$ cat src/rtl/assert_macros.svh
// Assertion macros shared by the ring modules.
`ifndef ASSERT_MACROS_SVH
`define ASSERT_MACROS_SVH

// Same-cycle implication, sampled on clk_i, off while rst_ni is low.
`define CHR_ASSERT_IMP(lbl, ante, cons) \
  lbl: assert property (@(posedge clk_i) disable iff (!rst_ni) (ante) |-> (cons)) \
    else $error("ring assertion failed");

// Next-cycle implication, sampled on clk_i, off while rst_ni is low.
`define CHR_ASSERT_NXT(lbl, ante, cons) \
  lbl: assert property (@(posedge clk_i) disable iff (!rst_ni) (ante) |=> (cons)) \
    else $error("ring assertion failed");

`endif

$ cat src/rtl/chr_pkg.sv
// Package of the consistent hash ring: types, codes and constants.
`timescale 1ns / 1ps
`default_nettype none
package chr_pkg;

  localparam int MaxServersDef = 1024;
  localparam int ReplicasDef   = 2;
  localparam int LimitW        = 11;
  localparam int IdW           = 48;
  localparam int HashW         = 64;
  localparam int TagW16        = 16;
  localparam logic [LimitW-1:0] LimitRst = 11'd4;
  localparam logic [31:0]       MixMult  = 32'h045d9f3b;

  typedef enum logic [1:0] {
    OP_ADD    = 2'd0,
    OP_REMOVE = 2'd1,
    OP_DIST   = 2'd2,
    OP_NOP    = 2'd3
  } op_e;

  typedef enum logic [2:0] {
    ST_OK       = 3'd0,
    ST_FULL     = 3'd1,
    ST_PRESENT  = 3'd2,
    ST_ABSENT   = 3'd3,
    ST_EMPTY    = 3'd4
  } status_e;

  typedef enum logic [1:0] {
    RD_IDX   = 2'd0,
    RD_IDXM1 = 2'd1,
    RD_MID   = 2'd2,
    RD_POS   = 2'd3
  } rd_sel_e;

  typedef enum logic [1:0] {
    WR_SHIFT   = 2'd0,
    WR_COMPACT = 2'd1,
    WR_NEW     = 2'd2
  } wr_sel_e;

  typedef struct packed {
    logic    load;
    logic    mix_start;
    logic    key_load;
    logic    idx_inc;
    logic    idx_dec;
    logic    idx_cnt;
    logic    w_inc;
    logic    found_set;
    logic    tag_inc;
    logic    cnt_inc;
    logic    cnt_from_w;
    logic    srv_inc;
    logic    srv_dec;
    logic    bs_init;
    logic    bs_lo;
    logic    bs_hi;
    logic    rd_en;
    rd_sel_e rd_sel;
    logic    wr_en;
    wr_sel_e wr_sel;
    logic    set_status;
    status_e status;
    logic    res_load;
    logic    out_load;
  } cmd_t;

  typedef struct packed {
    op_e  op;
    logic full;
    logic cnt_zero;
    logic id_match;
    logic idx_last;
    logic idx_one;
    logic shift;
    logic mix_done;
    logic lo_lt_hi;
    logic rh_lt_key;
    logic found;
    logic tag_last;
  } stat_t;

endpackage
`default_nettype wire

$ cat src/rtl/chr_ctrl.sv
// Controller state machine that sequences every ring operation.
`timescale 1ns / 1ps
`default_nettype none
`include "assert_macros.svh"
module chr_ctrl (
  input  wire logic           clk_i,
  input  wire logic           rst_ni,
  input  wire logic           in_valid_i,
  output logic                in_ready_o,
  output logic                out_valid_o,
  input  wire logic           out_ready_i,
  input  wire chr_pkg::stat_t stat_i,
  output chr_pkg::cmd_t       cmd_o
);

  typedef enum logic [17:0] {
    S_IDLE     = 18'h00001,
    S_DISP     = 18'h00002,
    S_PR_RD    = 18'h00004,
    S_PR_CMP   = 18'h00008,
    S_ADD_MIX  = 18'h00010,
    S_ADD_WAIT = 18'h00020,
    S_INS_RD   = 18'h00040,
    S_INS_CMP  = 18'h00080,
    S_INS_WR   = 18'h00100,
    S_RM_RD    = 18'h00200,
    S_RM_CMP   = 18'h00400,
    S_RM_END   = 18'h00800,
    S_DS_WAIT  = 18'h01000,
    S_BS_CHK   = 18'h02000,
    S_BS_CMP   = 18'h04000,
    S_DS_OUT   = 18'h08000,
    S_FIN      = 18'h10000,
    S_SPARE    = 18'h20000
  } state_e;

  state_e state_q, state_d;
  logic   out_valid_q, out_valid_d;
  chr_pkg::cmd_t cmd;

  assign in_ready_o = (state_q == S_IDLE);

  always_comb begin
    state_d = state_q;
    cmd     = '0;
    cmd.rd_sel = chr_pkg::RD_IDX;
    cmd.wr_sel = chr_pkg::WR_SHIFT;
    cmd.status = chr_pkg::ST_OK;
    case (state_q)
      S_IDLE: begin
        if (in_valid_i) begin
          cmd.load = 1'b1;
          state_d  = S_DISP;
        end
      end
      S_DISP: begin
        case (stat_i.op)
          chr_pkg::OP_ADD: begin
            if (stat_i.full) begin
              cmd.set_status = 1'b1;
              cmd.status     = chr_pkg::ST_FULL;
              state_d        = S_FIN;
            end else if (stat_i.cnt_zero) begin
              state_d = S_ADD_MIX;
            end else begin
              state_d = S_PR_RD;
            end
          end
          chr_pkg::OP_REMOVE: begin
            if (stat_i.cnt_zero) begin
              cmd.set_status = 1'b1;
              cmd.status     = chr_pkg::ST_ABSENT;
              state_d        = S_FIN;
            end else begin
              state_d = S_RM_RD;
            end
          end
          chr_pkg::OP_DIST: begin
            if (stat_i.cnt_zero) begin
              cmd.set_status = 1'b1;
              cmd.status     = chr_pkg::ST_EMPTY;
              state_d        = S_FIN;
            end else begin
              cmd.mix_start = 1'b1;
              state_d       = S_DS_WAIT;
            end
          end
          default: state_d = S_FIN;
        endcase
      end
      S_PR_RD: begin
        cmd.rd_en = 1'b1;
        state_d   = S_PR_CMP;
      end
      S_PR_CMP: begin
        if (stat_i.id_match) begin
          cmd.set_status = 1'b1;
          cmd.status     = chr_pkg::ST_PRESENT;
          state_d        = S_FIN;
        end else if (stat_i.idx_last) begin
          state_d = S_ADD_MIX;
        end else begin
          cmd.idx_inc = 1'b1;
          state_d     = S_PR_RD;
        end
      end
      S_ADD_MIX: begin
        cmd.mix_start = 1'b1;
        state_d       = S_ADD_WAIT;
      end
      S_ADD_WAIT: begin
        if (stat_i.mix_done) begin
          cmd.key_load = 1'b1;
          cmd.idx_cnt  = 1'b1;
          state_d      = stat_i.cnt_zero ? S_INS_WR : S_INS_RD;
        end
      end
      S_INS_RD: begin
        cmd.rd_en  = 1'b1;
        cmd.rd_sel = chr_pkg::RD_IDXM1;
        state_d    = S_INS_CMP;
      end
      S_INS_CMP: begin
        if (stat_i.shift) begin
          cmd.wr_en   = 1'b1;
          cmd.wr_sel  = chr_pkg::WR_SHIFT;
          cmd.idx_dec = 1'b1;
          state_d     = stat_i.idx_one ? S_INS_WR : S_INS_RD;
        end else begin
          state_d = S_INS_WR;
        end
      end
      S_INS_WR: begin
        cmd.wr_en   = 1'b1;
        cmd.wr_sel  = chr_pkg::WR_NEW;
        cmd.cnt_inc = 1'b1;
        if (stat_i.tag_last) begin
          cmd.srv_inc = 1'b1;
          state_d     = S_FIN;
        end else begin
          cmd.tag_inc = 1'b1;
          state_d     = S_ADD_MIX;
        end
      end
      S_RM_RD: begin
        cmd.rd_en = 1'b1;
        state_d   = S_RM_CMP;
      end
      S_RM_CMP: begin
        if (stat_i.id_match) begin
          cmd.found_set = 1'b1;
        end else begin
          cmd.wr_en  = 1'b1;
          cmd.wr_sel = chr_pkg::WR_COMPACT;
          cmd.w_inc  = 1'b1;
        end
        if (stat_i.idx_last) begin
          state_d = S_RM_END;
        end else begin
          cmd.idx_inc = 1'b1;
          state_d     = S_RM_RD;
        end
      end
      S_RM_END: begin
        if (stat_i.found) begin
          cmd.cnt_from_w = 1'b1;
          cmd.srv_dec    = 1'b1;
        end else begin
          cmd.set_status = 1'b1;
          cmd.status     = chr_pkg::ST_ABSENT;
        end
        state_d = S_FIN;
      end
      S_DS_WAIT: begin
        if (stat_i.mix_done) begin
          cmd.key_load = 1'b1;
          cmd.bs_init  = 1'b1;
          state_d      = S_BS_CHK;
        end
      end
      S_BS_CHK: begin
        cmd.rd_en = 1'b1;
        if (stat_i.lo_lt_hi) begin
          cmd.rd_sel = chr_pkg::RD_MID;
          state_d    = S_BS_CMP;
        end else begin
          cmd.rd_sel = chr_pkg::RD_POS;
          state_d    = S_DS_OUT;
        end
      end
      S_BS_CMP: begin
        if (stat_i.rh_lt_key) begin
          cmd.bs_lo = 1'b1;
        end else begin
          cmd.bs_hi = 1'b1;
        end
        state_d = S_BS_CHK;
      end
      S_DS_OUT: begin
        cmd.res_load = 1'b1;
        state_d      = S_FIN;
      end
      S_FIN: begin
        if (!out_valid_q || out_ready_i) begin
          cmd.out_load = 1'b1;
          state_d      = S_IDLE;
        end
      end
      default: state_d = S_IDLE;
    endcase
  end

  always_comb begin
    out_valid_d = out_valid_q;
    if (cmd.out_load) begin
      out_valid_d = 1'b1;
    end else if (out_ready_i) begin
      out_valid_d = 1'b0;
    end
  end

  always_ff @(posedge clk_i or negedge rst_ni) begin
    if (!rst_ni) begin
      state_q     <= S_IDLE;
      out_valid_q <= 1'b0;
    end else begin
      state_q     <= state_d;
      out_valid_q <= out_valid_d;
    end
  end

  assign out_valid_o = out_valid_q;
  assign cmd_o       = cmd;

  `CHR_ASSERT_NXT(a_beat_leaves_idle, in_valid_i && in_ready_o, state_q == S_DISP)
  `CHR_ASSERT_IMP(a_load_free, cmd.out_load, !out_valid_q || out_ready_i)

endmodule
`default_nettype wire

$ cat config.mk
export PLATFORM = sky130hd
export DESIGN_NAME = chr_ctrl
export DESIGN_NICKNAME = d
export VERILOG_FILES = /design/src/rtl/chr_pkg.sv /design/src/rtl/chr_ctrl.sv
export VERILOG_INCLUDE_DIRS = /design/src /design/src/rtl
export SDC_FILE = /design/constraint.sdc
export NUM_CORES = 1
export LEC_CHECK = 0
export BUFFER_PORTS_ARGS = -buffer_cell sky130_fd_sc_hd__buf_4
export CAP_MARGIN = 30
export CORE_ASPECT_RATIO = 1.25
export CORE_MARGIN = 3
export CORE_UTILIZATION = 50
export CTS_CLUSTER_SIZE = 20
export DETAILED_ROUTE_END_ITERATION = 16
export GPL_TIMING_DRIVEN = 0
export PLACE_DENSITY_LB_ADDON = 0.08
export SYNTH_ARGS = -nofsm -noshare
export SYNTH_HDL_FRONTEND = slang
export SYNTH_SLANG_ARGS = --single-unit
$ cat constraint.sdc
create_clock -name clk_i -period 2.2 [get_ports clk_i]
set_clock_uncertainty 0.05 [all_clocks]
set_input_delay 0.22 -clock clk_i [delete_from_list [all_inputs] [get_ports clk_i]]
set_output_delay 0.22 -clock clk_i [all_outputs]
set_load 0.02 [all_outputs]
==> key figures, run 1 <==
Status
  – Status: did not finish
  – Last stage: global routing (5_1_grt)
  – Run Error: [ERROR DPL-0038] Utilization greater than 100%, impossible to legalize

Synth
  – Mapped Cells: between 150 and 200
  – Top FF cell, synth: dfrtp_1
  – Yosys reg bits: 18
  – Largest family of logic cells by synthesized area: simple AND/OR/NAND/NOR gates
  – Post-synth ARST share: 100%
  – Syn_area_per_cell: approximately 9 um^2
  – Post-Synth XOR/XNOR Area: 1.25%
  – Synth area leader: dfrtp_1
  – Yosys cell types: 56
  – Mapped Nets: between 150 and 200
  – Sequential area share after synthesis: 32.1%
  – Post-Synth Adder-Cell Area: 0%
  – Post-synthesis simple-gate area fraction: about 48%
  – Synth warn: 0
  – Yosys top cell area share: a little under a third
  – Mux contribution to synthesized area: less than 1%
  – Post-synth EDFFs: 0
  – Post-synthesis compound-gate area fraction: approximately an eighth
  – Synth Cell Area: around 1400 um^2
  – Area contributors post-synth: dfrtp_1 (30%), nor2_1 (5.1%), and2_1 (4.0%)

Clock network
  – Num CTS Buffers: 3
  – Clk sinks: 18
  – H-tree levels: 1
  – Maximum buffer depth of the clock tree: 2
  – Clock root buffer: clkbuf_4

Global routing
  – Largest net degree at the start of global routing: 19

Place
  – Routability Congestion: 0.918
  – # port buffers: 46
  – Post-placement cell count: around 240
  – Detailed Place HPWL: 2.94 mm

Timing
  – GRT repair_timing worst endpoint: cmd_o[5]
  – Worst-path end type: output port

Floorplan
  – Die Ht: 65.3 um
  – Initial Utilization: between 50% and 60%
  – Die X: 53.4 um
  – I/O pins: 47
  – # rows: 20
-- kinds of logic after synthesis --
kind of cell,Yosys count
xor gates and xnor gates,2
muxes,1
AOI/OAI and AO/OA,25
DFF,18
buffers and inverters,13
and+or+nand+nor,100
-- what timing repair did --
item | CTS
setup endpoints to repair | 34
pin swaps | 31
buffers inserted | 38
resized for setup | 72
endpoints found under the hold margin | 18
hold buffers | 1
-- metrics by stage --
stage               area [um^2]  util [%]  TNS [ns]  hold slack, ns  setup slack (ns)
floorplan                  1420         -         0          -0.126            0.0454
global placement           1800      70.6     -2.01          0.0496            -0.313
detailed placement         1800      70.6     -2.65          0.0589            -0.340
CTS                        2390      93.7     -3.16          0.0800            -0.274
-- Yosys cell counts (3+ instances only) --
cell	count
and3b_1	3
nor4_2	3
and2b_1	3
nor3_1	6
a21oi_1	6
nand2_1	8
nand4_1	5
nand3_1	6
and2_1	9
nor2b_1	3
o21ai_0	4
nor4_1	3
nor2_1	19
dfrtp_1	17
inv_1	8
nand2b_1	6
==> run 2: changes to the inputs <==
--- a/config.mk
+++ b/config.mk
@@ -8,13 +8,11 @@
 export LEC_CHECK = 0
 export BUFFER_PORTS_ARGS = -buffer_cell sky130_fd_sc_hd__buf_4
 export CAP_MARGIN = 30
-export CORE_ASPECT_RATIO = 1.25
-export CORE_MARGIN = 3
-export CORE_UTILIZATION = 50
-export CTS_CLUSTER_SIZE = 20
+export CORE_AREA = 3 3 64 66
 export DETAILED_ROUTE_END_ITERATION = 16
+export DIE_AREA = 0 0 67 69
 export GPL_TIMING_DRIVEN = 0
-export PLACE_DENSITY_LB_ADDON = 0.08
+export PLACE_DENSITY_LB_ADDON = 0.15
 export SYNTH_ARGS = -nofsm -noshare
 export SYNTH_HDL_FRONTEND = slang
 export SYNTH_SLANG_ARGS = --single-unit
==> run 2 against run 1 <==
  * The flow now finishes, with violations (negative setup slack)
  * Synthesized cell count stayed put
  * Synthesized area did not move
==> key figures, run 2 <==
Global routing
  – Largest net degree at the start of global routing: 19
  – Met3 usage: about 2.6%
  – Met2 Track Usage GR: roughly 35%
  – First-pass GRT wire length: around 7.5 mm
  – Global Route Usage Sum: roughly a fifth
  – GR Overflow Total: 0
  – Met1 usage: a little over a quarter
  – Number of global-route vias before repair: between 1500 and 2000
  – GRT Max-Usage Layer: met2
  – Initial antenna violation count: 0

Synth
  – Synth warn: 0 (unchanged)
  – Synth area leader: dfrtp_1
  – Sequential area share after synthesis: 32.1% (unchanged)
  – Yosys cell types: 56 (unchanged)
  – Yosys reg bits: 18 (unchanged)
  – Most frequent cells after synthesis: nor2_1 (19), dfrtp_1 (17), and2_1 (9), inv_1 (8), nand2_1 (8)
  – Most common cell in the netlist: nor2_1
  – Mapped Cells: 159 (unchanged)
  – Top FF cell, synth: dfrtp_1
  – Mapped Nets: 176 (unchanged)
  – Post-synth ARST share: 100% (unchanged)
  – Area contributors post-synth: dfrtp_1 (30%), nor2_1 (5.1%), and2_1 (4.0%)
  – Yosys top cell area share: 30.2% (unchanged)
  – Post-synth EDFFs: 0 (unchanged)
  – Synth Cell Area: 1410 um^2 (unchanged)
  – Syn_area_per_cell: 8.84 um^2 (unchanged)

Cells and area
  – Synth-to-layout area growth: 68.3%
  – Area occupied by registers: ~460 um^2
  – Max reg flops: 17
  – Top reg by flops: state_q
  – Commonest non-fill, non-tap cell in the layout: buf_4
  – Non-filler cells, final: between 200 and 300
  – Most frequent cells in the layout: buf_4 (69), buf_6 (16), nor2_1 (16), dfrtp_2 (10)
  – Antenna diodes: 0
  – Nets@finish: roughly 260
  – Fill cells: 318
  – Multi-input gate area: 1060 um^2
  – Share of layout cells above drive strength 1: roughly three fifths

Worst setup path
  – Type of the worst setup path: reg2out
  – Worst Setup SP: state_q[4]
  – Crit path max fanout: 5
  – CP startpoint kind: flop
  – Critical Path AT: 2.13 ns
  – Worst reg2reg path startpoint: state_q[4]
  – CP endpoint kind: output pin
  – Worst path required time: 1.93 ns

Min path
  – Hold path startpoint: in_valid_i
  – Worst hold-check path type: in2reg

Detailed routing
  – Post-Route WL: between 4 and 5 mm
  – DRC Markers: 0
  – Number of routed nets with antenna violations: 0
  – Iter 0 DRT Violations: 100
  – Wirelength per Cell: ~16 um
  – DR vias: 1590
  – Via density: ~5.4
  – Pre-antenna DRT Iters: 4

Timing
  – Worst slew pin tran: approximately 0.58 ns
  – Crit path time final: 2.40 ns
  – Highest clock rate: ~420 MHz
  – Worst hold slack: about 0.12 ns
  – Setup-failing EPs final: 18
  – Relative slew slack: roughly three fifths
  – Part of the cycle the worst path needs: 109%
  – Fin worst setup slack: -0.204 ns
  – Pins over their slew limit: 0
  – Final Hold Vio Count: 0
  – Unrepaired setup endpoints after global routing: true

Place
  – # port buffers: 46 (unchanged)
  – Routability Congestion: 0.861 (-6.2%)
  – Worst slack at placement: -0.348 ns (-0.00792 ns)
  – Detailed Place HPWL: 3.19 mm (+8.2%)
  – Post-placement cell count: 253 (+6.3%)

Floorplan
  – Die area: about 4600 um^2
  – I/O pins: 47 (unchanged)
  – Initial Utilization: 38.7% (-16 points)
  – # rows: 22 (+10%)
  – Die Ht: 69 um (+5.7%)
  – Die X: 67 um (+25%)
  – Core box area: between 3000 and 4000 um^2

Pwr
  – Internal power: roughly 0.86 mW
  – Power per Cell Area: ~600 nW/um^2
  – Overall power: about 1.4 mW
  – Pleak: roughly 1.1 nW
  – Sw Share: 39.3%
  – Sequential share of power: just under 30%
  – Clock power frac: between 15 and 20%
  – VDD IR max: ~340 uV
  – Logic pwr share: between 50 and 60%
  – Psw: about 0.56 mW

Clock network
  – Num CTS Buffers: 3 (unchanged)
  – Clock root buffer: clkbuf_8
  – Clock slew at reported path FFs: 0.07 ns
  – CTS tree: built
  – Clock Latency Late Sink: around 0.25 ns
  – H-tree levels: 1 (unchanged)
  – Maximum buffer depth of the clock tree: 2 (unchanged)
  – Clk sinks: 18 (unchanged)

Status
  – Failing checks: negative setup slack
  – Status: finished with violations

Job
  – Max_cap viols: 0
-- run 2: cell counts after synthesis --
Identical to the previous run, type by type.
-- run 2: logic make-up (layout without fill, tap and decap cells) --
kind of cell | Yosys count | after routing | synth area share [%]
simple gates | 100 | 100 | 48.0
compound gates | 25 | 25 | 12.7
flops | 18 | 18 | 32.1
buf+inv | 13 | 98 | 5.16
xor+xnor | 2 | 2 | 1.25
mux | 1 | 1 | 0.712
-- run 2: path summary, 6_finish.rpt --
check                      slack [ns]  depth (start not counted)           to
min in group asynchronous        0.33                          2  state_q[11]
max                             -0.20                          7     cmd_o[8]
max reg2reg                      0.14                          9  state_q[12]
max in group asynchronous        1.51                          2   state_q[0]
min reg2reg                      0.54                          1   state_q[3]
min                              0.12                          2   state_q[0]
-- run 2: what timing repair did --
| item | in CTS | in global routing |
|---|---|---|
| hold buffers | 1 | 0 |
| hold endpoints to repair | 17 | 0 |
| pin swaps | 11 | 13 |
| gates resized for setup | 32 | 30 |
| buffers inserted | 23 | 14 |
| setup endpoints to repair | 38 | 27 |
-- run 2: area by class of cell --
type,instances,area share (%)
repair buffers,83,28.6
inverters,8,1.27
well taps,48,2.54
multi-input cells,128,44.8
clock buffers,4,1.90
plain buffers,3,1.27
flip-flops and latches,18,19.6
-- run 2: routing by layer --
metal  vias up  share of wire (%)
li1        758                  -
met1       800                 42
met2        25                 54
met3         7                3.0
met4         0                1.0
met5         -                  0
-- run 2: power by group through the flow --
stage / logic [mW] / clock network, mW / registers, mW
3_5_place_dp: 0.505 / 0 / 0.414
2_1_floorplan: 0.342 / 0 / 0.408
5_1_grt: 0.824 / 0.267 / 0.415
6_report: 0.765 / 0.243 / 0.410
4_1_cts: 0.661 / 0.249 / 0.407
3_3_place_gp: 0.498 / 0 / 0.411
-- run 2: metrics by stage --
| stage | setup TNS, ns | utilization [%] | cell area, um^2 |
|---|---|---|---|
| 6_report | -1.72 | 65.2 | 2370 |
| 5_1_grt | -3.68 | 65.2 | 2370 |
| 4_1_cts | -1.90 | 59.1 | 2150 |
| 3_5_place_dp | -3.53 | 50.1 | 1820 |
| 3_3_place_gp | -2.13 | 50.1 | 1820 |
| 2_1_floorplan | 0 | - | 1420 |
-- run 2: worst max-delay path, cell delays in order (launching register included) --
cell and delay (ns):
dfrtp_2 0.44, nor4_4 0.28, buf_6 0.16, nand3_4 0.09, or4_4 0.57, nor2_8 0.11, or3_4 0.12, buf_6 0.10
(Power assumes the default switching activity.)
